`config.mk`:
```
export PLATFORM = sky130hd
export DESIGN_NAME = neighbor_table_aging
export DESIGN_NICKNAME = d
export VERILOG_FILES = /design/src/hw/rtl/nta_pkg.sv /design/src/hw/rtl/neighbor_table_aging.sv /design/src/hw/rtl/nta_datapath.sv /design/src/hw/rtl/nta_ctrl.sv
export SDC_FILE = /design/constraint.sdc
export NUM_CORES = 1
export LEC_CHECK = 0
export ABC_AREA = 1
export BUFFER_PORTS_ARGS = -buffer_cell sky130_fd_sc_hd__buf_2
export CELL_PAD_IN_SITES_DETAIL_PLACEMENT = 0
export CELL_PAD_IN_SITES_GLOBAL_PLACEMENT = 1
export CORE_MARGIN = 2
export CORE_UTILIZATION = 53
export DETAILED_ROUTE_END_ITERATION = 10
export PLACE_DENSITY = 0.92
export SLEW_MARGIN = 20
export SYNTH_ARGS = -nofsm -noshare
export SYNTH_HDL_FRONTEND = slang
export SYNTH_SLANG_ARGS = --single-unit
```
`constraint.sdc`:
```
create_clock -name clk -period 8.43 [get_ports clk]
set_input_delay 1.686 -clock clk [delete_from_list [all_inputs] [get_ports clk]]
set_output_delay 1.686 -clock clk [all_outputs]
set_load 0.005 [all_outputs]
```
`src/hw/rtl/nta_pkg.sv`:
```
// Shared constants, payload types and control types of the neighbor table.
`default_nettype none
package nta_pkg;

	localparam int TABLE_DEPTH = 16;
	localparam int IDX_W       = (TABLE_DEPTH > 1) ? $clog2(TABLE_DEPTH) : 1;
	localparam int CNT_W       = $clog2(TABLE_DEPTH + 1);
	localparam int ADDR_W      = 8;
	localparam int MISS_W      = 4;
	localparam int OUT_CNT_W   = 5;

	localparam logic [MISS_W-1:0] MISS_LIMIT_RESET = MISS_W'(3);
	localparam logic [MISS_W-1:0] MISSES_MAX       = '1;

	localparam logic CMD_BEACON = 1'b0;
	localparam logic CMD_TICK   = 1'b1;

	typedef struct packed {
		logic              cmd;
		logic [ADDR_W-1:0] heard_address;
	} nta_in_t;

	typedef struct packed {
		logic [OUT_CNT_W-1:0] neighbor_count;
		logic                 was_known;
		logic                 was_added;
		logic                 dropped_full;
		logic [OUT_CNT_W-1:0] removed_count;
	} nta_out_t;

	typedef enum logic [1:0] {
		ST_IDLE,
		ST_SCAN,
		ST_FINISH
	} nta_state_t;

	typedef struct packed {
		logic load;
		logic step;
		logic finish;
	} nta_cmd_t;

	typedef struct packed {
		logic at_end;
		logic hit;
	} nta_status_t;

endpackage
`default_nettype wire

```
`src/hw/rtl/neighbor_table_aging.sv`:
```
// Neighbor table with aging miss counters: top level.
//
// Input channel (in_valid/in_ready/in_data): one item is either a beacon
// (cmd 0, heard_address looked up and refreshed or appended) or an aging
// tick (cmd 1, expired entries removed, survivors compacted and aged).
// Output channel (out_valid/out_ready/out_data): exactly one result per item.
// Config channel (cfg_valid/cfg_ready/cfg_data): writes miss_limit, always
// ready; write only while no item is in flight.
// Timing: the controller scans the table one entry per cycle. One item is in the
// block at a time and the next is accepted in the cycle after the result is loaded.
// A new item is taken while the previous result still waits in the output register.
// Reset: table empty, miss_limit = 3, no result pending. Table contents are
// not cleared, only the entry count.
// Stall: if out_ready stays low, the next item finishes its scan and holds
// until the output register frees up.
`default_nettype none
module neighbor_table_aging import nta_pkg::*; (
	input  wire logic              clk,
	input  wire logic              arst_n,
	input  wire logic              in_valid,
	output logic                   in_ready,
	input  wire nta_in_t           in_data,
	output logic                   out_valid,
	input  wire logic              out_ready,
	output nta_out_t               out_data,
	input  wire logic              cfg_valid,
	output logic                   cfg_ready,
	input  wire logic [MISS_W-1:0] cfg_data
);

	nta_cmd_t    ctl;
	nta_status_t sts;

	assign cfg_ready = 1'b1;

	nta_ctrl u_ctrl (
		.clk       (clk),
		.arst_n    (arst_n),
		.in_valid  (in_valid),
		.in_ready  (in_ready),
		.out_valid (out_valid),
		.out_ready (out_ready),
		.sts       (sts),
		.ctl       (ctl)
	);

	nta_datapath u_datapath (
		.clk      (clk),
		.arst_n   (arst_n),
		.in_data  (in_data),
		.cfg_wr   (cfg_valid && cfg_ready),
		.cfg_data (cfg_data),
		.ctl      (ctl),
		.sts      (sts),
		.out_data (out_data)
	);

	a_one_at_a_time: assert property (@(posedge clk) disable iff (!arst_n)
		in_valid && in_ready |=> !in_ready)
		else $error("item accepted while another is in progress");

	a_flags_exclusive: assert property (@(posedge clk) disable iff (!arst_n)
		out_valid |-> $countones({out_data.was_known, out_data.was_added,
			out_data.dropped_full}) <= 1)
		else $error("more than one beacon flag set");

	a_removed_only_on_tick: assert property (@(posedge clk) disable iff (!arst_n)
		out_valid && (out_data.removed_count != '0) |->
			!out_data.was_known && !out_data.was_added && !out_data.dropped_full)
		else $error("removal reported together with beacon flags");

	a_result_follows_finish: assert property (@(posedge clk) disable iff (!arst_n)
		ctl.finish |=> out_valid)
		else $error("finished item did not raise out_valid");

endmodule
`default_nettype wire

```
`src/hw/rtl/nta_datapath.sv`:
```
// Table storage, scan counters, lookup and compaction logic, result register.
`default_nettype none
module nta_datapath import nta_pkg::*; (
	input  wire logic              clk,
	input  wire logic              arst_n,
	input  wire nta_in_t           in_data,
	input  wire logic              cfg_wr,
	input  wire logic [MISS_W-1:0] cfg_data,
	input  wire nta_cmd_t          ctl,
	output nta_status_t            sts,
	output nta_out_t               out_data
);

	logic [ADDR_W-1:0] addr_mem [TABLE_DEPTH];
	logic [MISS_W-1:0] miss_mem [TABLE_DEPTH];

	logic [MISS_W-1:0] miss_limit_q;
	logic              cmd_q;
	logic [ADDR_W-1:0] addr_q;
	logic [CNT_W-1:0]  k_q;
	logic [CNT_W-1:0]  keep_q;
	logic [CNT_W-1:0]  gone_q;
	logic [CNT_W-1:0]  count_q;
	logic              known_q;
	nta_out_t          out_q;

	logic [IDX_W-1:0]  rd_idx;
	logic [ADDR_W-1:0] rd_addr;
	logic [MISS_W-1:0] rd_miss;
	logic              expired;
	logic [MISS_W-1:0] miss_inc;
	logic              has_room;
	logic              we;
	logic [IDX_W-1:0]  wr_idx;
	logic [ADDR_W-1:0] wr_addr;
	logic [MISS_W-1:0] wr_miss;
	logic [CNT_W-1:0]  new_count;

	assign rd_idx   = k_q[IDX_W-1:0];
	assign rd_addr  = addr_mem[rd_idx];
	assign rd_miss  = miss_mem[rd_idx];
	assign expired  = rd_miss > miss_limit_q;
	assign miss_inc = (rd_miss == MISSES_MAX) ? MISSES_MAX : rd_miss + MISS_W'(1);
	assign has_room = count_q < CNT_W'(TABLE_DEPTH);

	assign sts.at_end = k_q == count_q;
	assign sts.hit    = (cmd_q == CMD_BEACON) && (rd_addr == addr_q);

	always_comb begin
		we      = 1'b0;
		wr_idx  = rd_idx;
		wr_addr = rd_addr;
		wr_miss = '0;
		if (ctl.step) begin
			if (cmd_q == CMD_TICK) begin
				we      = !expired;
				wr_idx  = keep_q[IDX_W-1:0];
				wr_miss = miss_inc;
			end else begin
				we = sts.hit;
			end
		end else if (ctl.finish) begin
			we      = (cmd_q == CMD_BEACON) && !known_q && has_room;
			wr_idx  = count_q[IDX_W-1:0];
			wr_addr = addr_q;
		end
	end

	always_ff @(posedge clk) begin
		if (we) begin
			addr_mem[wr_idx] <= wr_addr;
			miss_mem[wr_idx] <= wr_miss;
		end
	end

	always_comb begin
		if (cmd_q == CMD_TICK) begin
			new_count = keep_q;
		end else if (!known_q && has_room) begin
			new_count = count_q + CNT_W'(1);
		end else begin
			new_count = count_q;
		end
	end

	always_ff @(posedge clk or negedge arst_n) begin
		if (!arst_n) begin
			miss_limit_q <= MISS_LIMIT_RESET;
			count_q      <= '0;
		end else begin
			if (cfg_wr) begin
				miss_limit_q <= cfg_data;
			end
			if (ctl.finish) begin
				count_q <= new_count;
			end
		end
	end

	always_ff @(posedge clk) begin
		if (ctl.load) begin
			cmd_q   <= in_data.cmd;
			addr_q  <= in_data.heard_address;
			k_q     <= '0;
			keep_q  <= '0;
			gone_q  <= '0;
			known_q <= 1'b0;
		end else if (ctl.step) begin
			k_q <= k_q + CNT_W'(1);
			if (cmd_q == CMD_TICK) begin
				if (expired) begin
					gone_q <= gone_q + CNT_W'(1);
				end else begin
					keep_q <= keep_q + CNT_W'(1);
				end
			end else if (sts.hit) begin
				known_q <= 1'b1;
			end
		end
		if (ctl.finish) begin
			out_q.neighbor_count <= OUT_CNT_W'(new_count);
			out_q.was_known      <= (cmd_q == CMD_BEACON) && known_q;
			out_q.was_added      <= (cmd_q == CMD_BEACON) && !known_q && has_room;
			out_q.dropped_full   <= (cmd_q == CMD_BEACON) && !known_q && !has_room;
			out_q.removed_count  <= (cmd_q == CMD_TICK) ? OUT_CNT_W'(gone_q) : '0;
		end
	end

	assign out_data = out_q;

endmodule
`default_nettype wire

```
`src/hw/rtl/nta_ctrl.sv`:
```
// Sequencing state machine: accepts an item, runs the table scan, hands off the result.
`default_nettype none
module nta_ctrl import nta_pkg::*; (
	input  wire logic        clk,
	input  wire logic        arst_n,
	input  wire logic        in_valid,
	output logic             in_ready,
	output logic             out_valid,
	input  wire logic        out_ready,
	input  wire nta_status_t sts,
	output nta_cmd_t         ctl
);

	nta_state_t state_q;
	nta_state_t state_d;
	logic       out_valid_q;
	logic       out_valid_d;
	logic       slot_free;

	assign slot_free = !out_valid_q || out_ready;

	always_comb begin
		state_d = state_q;
		unique case (state_q)
			ST_IDLE: begin
				if (in_valid) begin
					state_d = ST_SCAN;
				end
			end
			ST_SCAN: begin
				if (sts.at_end || sts.hit) begin
					state_d = ST_FINISH;
				end
			end
			ST_FINISH: begin
				if (slot_free) begin
					state_d = ST_IDLE;
				end
			end
			default: state_d = ST_IDLE;
		endcase
	end

	always_comb begin
		in_ready   = 1'b0;
		ctl.load   = 1'b0;
		ctl.step   = 1'b0;
		ctl.finish = 1'b0;
		unique case (state_q)
			ST_IDLE: begin
				in_ready = 1'b1;
				ctl.load = in_valid;
			end
			ST_SCAN: begin
				ctl.step = !sts.at_end;
			end
			ST_FINISH: begin
				ctl.finish = slot_free;
			end
			default: ;
		endcase
		if (ctl.finish) begin
			out_valid_d = 1'b1;
		end else if (out_ready) begin
			out_valid_d = 1'b0;
		end else begin
			out_valid_d = out_valid_q;
		end
	end

	always_ff @(posedge clk or negedge arst_n) begin
		if (!arst_n) begin
			state_q     <= ST_IDLE;
			out_valid_q <= 1'b0;
		end else begin
			state_q     <= state_d;
			out_valid_q <= out_valid_d;
		end
	end

	assign out_valid = out_valid_q;

endmodule
`default_nettype wire
```
==> impl_metrics.py <==
metrics = {
    "setup_path": {
        "cp_num_buf_inv": 4,
        "critPathArrivalTime_ns": 4.67,
        "slowest_delay_ns": 0.82,
        "cp-start-kind": "flip-flop",
        "end_kind": "flip-flop",
        "worstSetupPathType": "flip-flop to flip-flop",
        "critPathRequiredTime_ns": 8.58,
        "r2r_setup_slack_ns": 3.90,
        "cp_cell_sequence": "buf_4 > o21ai_0 > o221ai_1 > nand3_1 > nand2_1 > ha_1 > inv_1 > nor2_1 > o21ai_0 > a32oi_1 > inv_1 > nand2_1 > nand2_1 > inv_1 > nand2_4 > nand2_2 > nor2_1",
        "crit_path_max_fanout": 86,
        "cpMaxStageDelayCell": "nor2_1",
        "cp_top_family": "simple AND/OR/NAND/NOR gates",
    },
    "floorplanning": {
        "die_w_um": 146.0,
        "io_pins": 34,
        "start_util": 0.5436,
        "rows": 51,
        "coreArea_um2": 19650,
        "die_height_um": 146.0,
        "dieArea_um2": 21310,
    },
    "cells_and_area": {
        "diodes": 0,
        "final_cells": 1330,
        "fillCellCount": 1633,
        "nets": 1072,
        "drive_above_1_share": 0.1061,
        "regArea_um2": 7132,
        "multiInputGateArea_um2": 2855,
        "design_area_um2": 11870,
        "syn_to_final_growth_pct": 11.13,
    },
    "placed_design": {
        "post_dp_cell_area_um2": 11040,
        "place_ws_ns": 3.844,
        "hpwlAfterDp_um": 15080,
        "globalplace.congestion": 0.8768,
        "dpl.cell_count": 1282,
        "numPortBuffers": 32,
    },
    "sta": {
        "hold_viol_final": 0,
        "setup_viol": 0,
        "min_period_over_period": 0.5371,
        "finalClockSkew_ns": 0.01108,
        "worst_slack_ns": 3.902,
        "rsz0062_at_grt": "no",
        "slew_headroom": 0.2694,
        "clock.fmax_ghz": 0.2209,
        "period_needed_ns": 4.528,
        "worst_pin_slew_ns": 1.092,
        "holdWs_ns": 0.4585,
        "slew_viol_final": 0,
        "fin_tns_setup_ns": 0,
    },
    "power_and_ir_drop": {
        "seqPwrFrac": 0.401,
        "p_int_mw": 2.782,
        "power_density_nw_per_um2": 378.6,
        "p_switching_mw": 1.713,
        "swShare": 0.3812,
        "pwr-share-clk": 0.240,
        "p_comb_frac": 0.359,
        "power.leakage_nw": 4.662,
        "peakVddDrop_v": 0.0001773,
    },
    "global_route": {
        "grt_pass1_vias": 6972,
        "gr-total-overflow": 0,
        "grt_max_degree": 87,
        "grt_pass1_wl_um": 37600,
        "grtUsageTotal": 0.2254,
        "antenna_found_initial": 0,
    },
    "logic_synthesis": {
        "synth_ff_type": "edfxtp_1",
        "synth_area_leaders": "edfxtp_1 (60%), nand2_1 (7.6%), nand3_1 (4.3%)",
        "synth_compound_area_frac": 0.07518,
        "yosysWarnings": 0,
        "synth_edf_count": 214,
        "ys_top_cells_by_count": "nand2_1 (215), edfxtp_1 (214), inv_1 (120), nor2_1 (103), nand3_1 (91)",
        "synth_cells": 1015,
        "synth-xor-area-share": 0.004919,
        "synthSimpleGateAreaFrac": 0.1726,
        "synth-adder-area-share": 0.01054,
        "ys_ff_latch": 246,
        "yosysUniqueCellTypes": 39,
        "synth_top_family_by_area": "simple AND/OR/NAND/NOR gates",
        "synth_fp_nets": 1042,
        "synth_most_common_cell": "nand2_1",
        "syn-cell-area_um2": 10680,
        "synth_largest_area_cell": "edfxtp_1",
        "async_flop_share": 0.04878,
        "netlist.area_leader.share": 0.6015,
        "yosysSeqAreaShare": 0.6673,
        "syn_area_per_cell_um2": 10.53,
        "synth.area.mux_share": 0.001054,
    },
    "clocking": {
        "cts_root_buffer": "clkbuf_16",
        "clk_pin_slew_ns": 0.06,
        "numCtsBuffers": 26,
        "tritoncts": "yes",
        "h-tree-depth": 1,
        "clk_latency_ns": 0.53,
        "clockBufferDepth": 3,
        "cts_resized": 0,
        "cts_setup_buffers": 0,
        "cts.sinks": 246,
        "hold_buffers": 0,
    },
    "detailed_routing": {
        "drc_errors": 0,
        "drt-total-wl_um": 24050,
        "wire_per_inst_um": 18.09,
        "via_per_inst": 5.487,
        "detail_route.first_pass.iterations": 7,
        "drtIter0Drc": 676,
        "ant_nets": 0,
        "vias": 7298,
    },
    "run_status": {
        "status": "finished clean",
    },
    "run": {
        "max_cap_violations": 0,
    },
    "worst_hold_path": {
        "hp-class": "flip-flop to flip-flop",
    },
}
-- power groups by stage --
stage               combinational, mW  sequential, mW  clock (mW)
global placement                 1.54            1.82           0
finish                           1.61            1.80        1.08
detailed placement               1.59            1.83           0
CTS                              1.60            1.80        1.09
floorplan                        1.07            1.80           0
global route                     1.81            1.81        1.14
-- routing by layer --
metal  track usage  vias to the layer above  wire length, um
met5             0                        -                0
met1        0.3108                     3471            10150
met2        0.3748                      278            11610
met3       0.03354                       50             1702
met4       0.06796                        0              596
li1              -                     3499                -
-- sequential cells by signal, summed over array words and instances (netlist names), named ones only --
signal / flops
u_datapath.count_q: 5
u_datapath.miss_limit_q: 4
u_datapath.cmd_q: 1
u_datapath.keep_q: 5
u_datapath.out_data: 13
u_datapath.gone_q: 5
u_datapath.miss_mem: 64
u_ctrl.out_valid: 1
u_ctrl.state_q: 2
u_datapath.addr_mem: 128
u_datapath.k_q: 5
u_datapath.known_q: 1
u_datapath.addr_q: 8
-- final cells by class --
cell class,instances,area share
Inverter,125,0.03952
Clock inverter,8,0.006639
Sequential cell,246,0.6007
Timing Repair Buffer,47,0.02297
Clock buffer,40,0.06176
Multi-Input combinational cell,599,0.2405
Tap cell,265,0.02793
-- stage by stage --
step	total power, mW	util
global route	4.765	0.6041
CTS	4.495	0.6033
global placement	3.365	0.5619
detailed placement	3.415	0.5619
floorplan	2.868	-
finish	4.495	0.6041
-- cell usage in the layout, fill, tap and decap left out, types with 2 or more instances in the layout --
| cell | netlist | layout |
|---|---|---|
| a21oi_1 | 22 | 21 |
| buf_2 | 20 | 32 |
| buf_4 | 7 | 15 |
| clkbuf_1 | 12 | 11 |
| clkbuf_16 | 0 | 26 |
| clkbuf_8 | 0 | 3 |
| clkinv_1 | 1 | 4 |
| dfrtp_1 | 10 | 10 |
| dfstp_2 | 2 | 2 |
| dfxtp_1 | 20 | 18 |
| dfxtp_2 | 0 | 2 |
| edfxtp_1 | 214 | 214 |
| ha_1 | 9 | 9 |
| inv_1 | 120 | 120 |
| inv_2 | 4 | 4 |
| nand2_1 | 215 | 215 |
| nand2_2 | 4 | 4 |
| nand2_4 | 2 | 2 |
| nand3_1 | 91 | 91 |
| nand4_1 | 3 | 3 |
| nor2_1 | 103 | 98 |
| nor2_2 | 6 | 11 |
| nor3_1 | 10 | 10 |
| o211ai_1 | 14 | 14 |
| o21ai_0 | 85 | 78 |
| o21ai_1 | 4 | 11 |
| o221ai_1 | 10 | 10 |
| or2_1 | 4 | 4 |
| xnor2_1 | 3 | 3 |
| xor2_1 | 3 | 3 |
-- final timing paths --
path                                                   start  cells past startpoint                                     end
hold / removal             u_datapath.gone_q[4]$_SDFFE_PP0P_                      2       u_datapath.gone_q[4]$_SDFFE_PP0P_
setup reg to reg                                   flip-flop                     17     u_datapath.addr_mem[7][1]$_DFFE_PP_
hold reg to reg            u_datapath.gone_q[4]$_SDFFE_PP0P_                      2       u_datapath.gone_q[4]$_SDFFE_PP0P_
max in group asynchronous                             arst_n                      1  u_datapath.miss_limit_q[1]$_DFFE_PN1P_
min in group asynchronous                             arst_n                      1       u_datapath.count_q[2]$_DFFE_PN0P_
setup / recovery                                   flip-flop                     17     u_datapath.addr_mem[7][1]$_DFFE_PP_
-- worst register-to-register path, cell delays in order, from the launching register on --
cell and delay, ns:
dfxtp_2 0.55, buf_4 0.74, o21ai_0 0.31, o221ai_1 0.27, nand3_1 0.12, nand2_1 0.16
ha_1 0.27, inv_1 0.06, nor2_1 0.03, o21ai_0 0.16, a32oi_1 0.09, inv_1 0.07
nand2_1 0.12, nand2_1 0.10, inv_1 0.06, nand2_4 0.12, nand2_2 0.08, nor2_1 0.82
-- cell families after synthesis --
family / after synthesis
buffers and inverters: 170
XOR/XNOR: 6
flip-flops: 246
AO/OA/AOI/OAI: 142
AND/OR/NAND/NOR: 440
other: 1
multiplexers: 1
adder cells (fa/ha/maj): 9
Power figures use the tool's default switching activity.
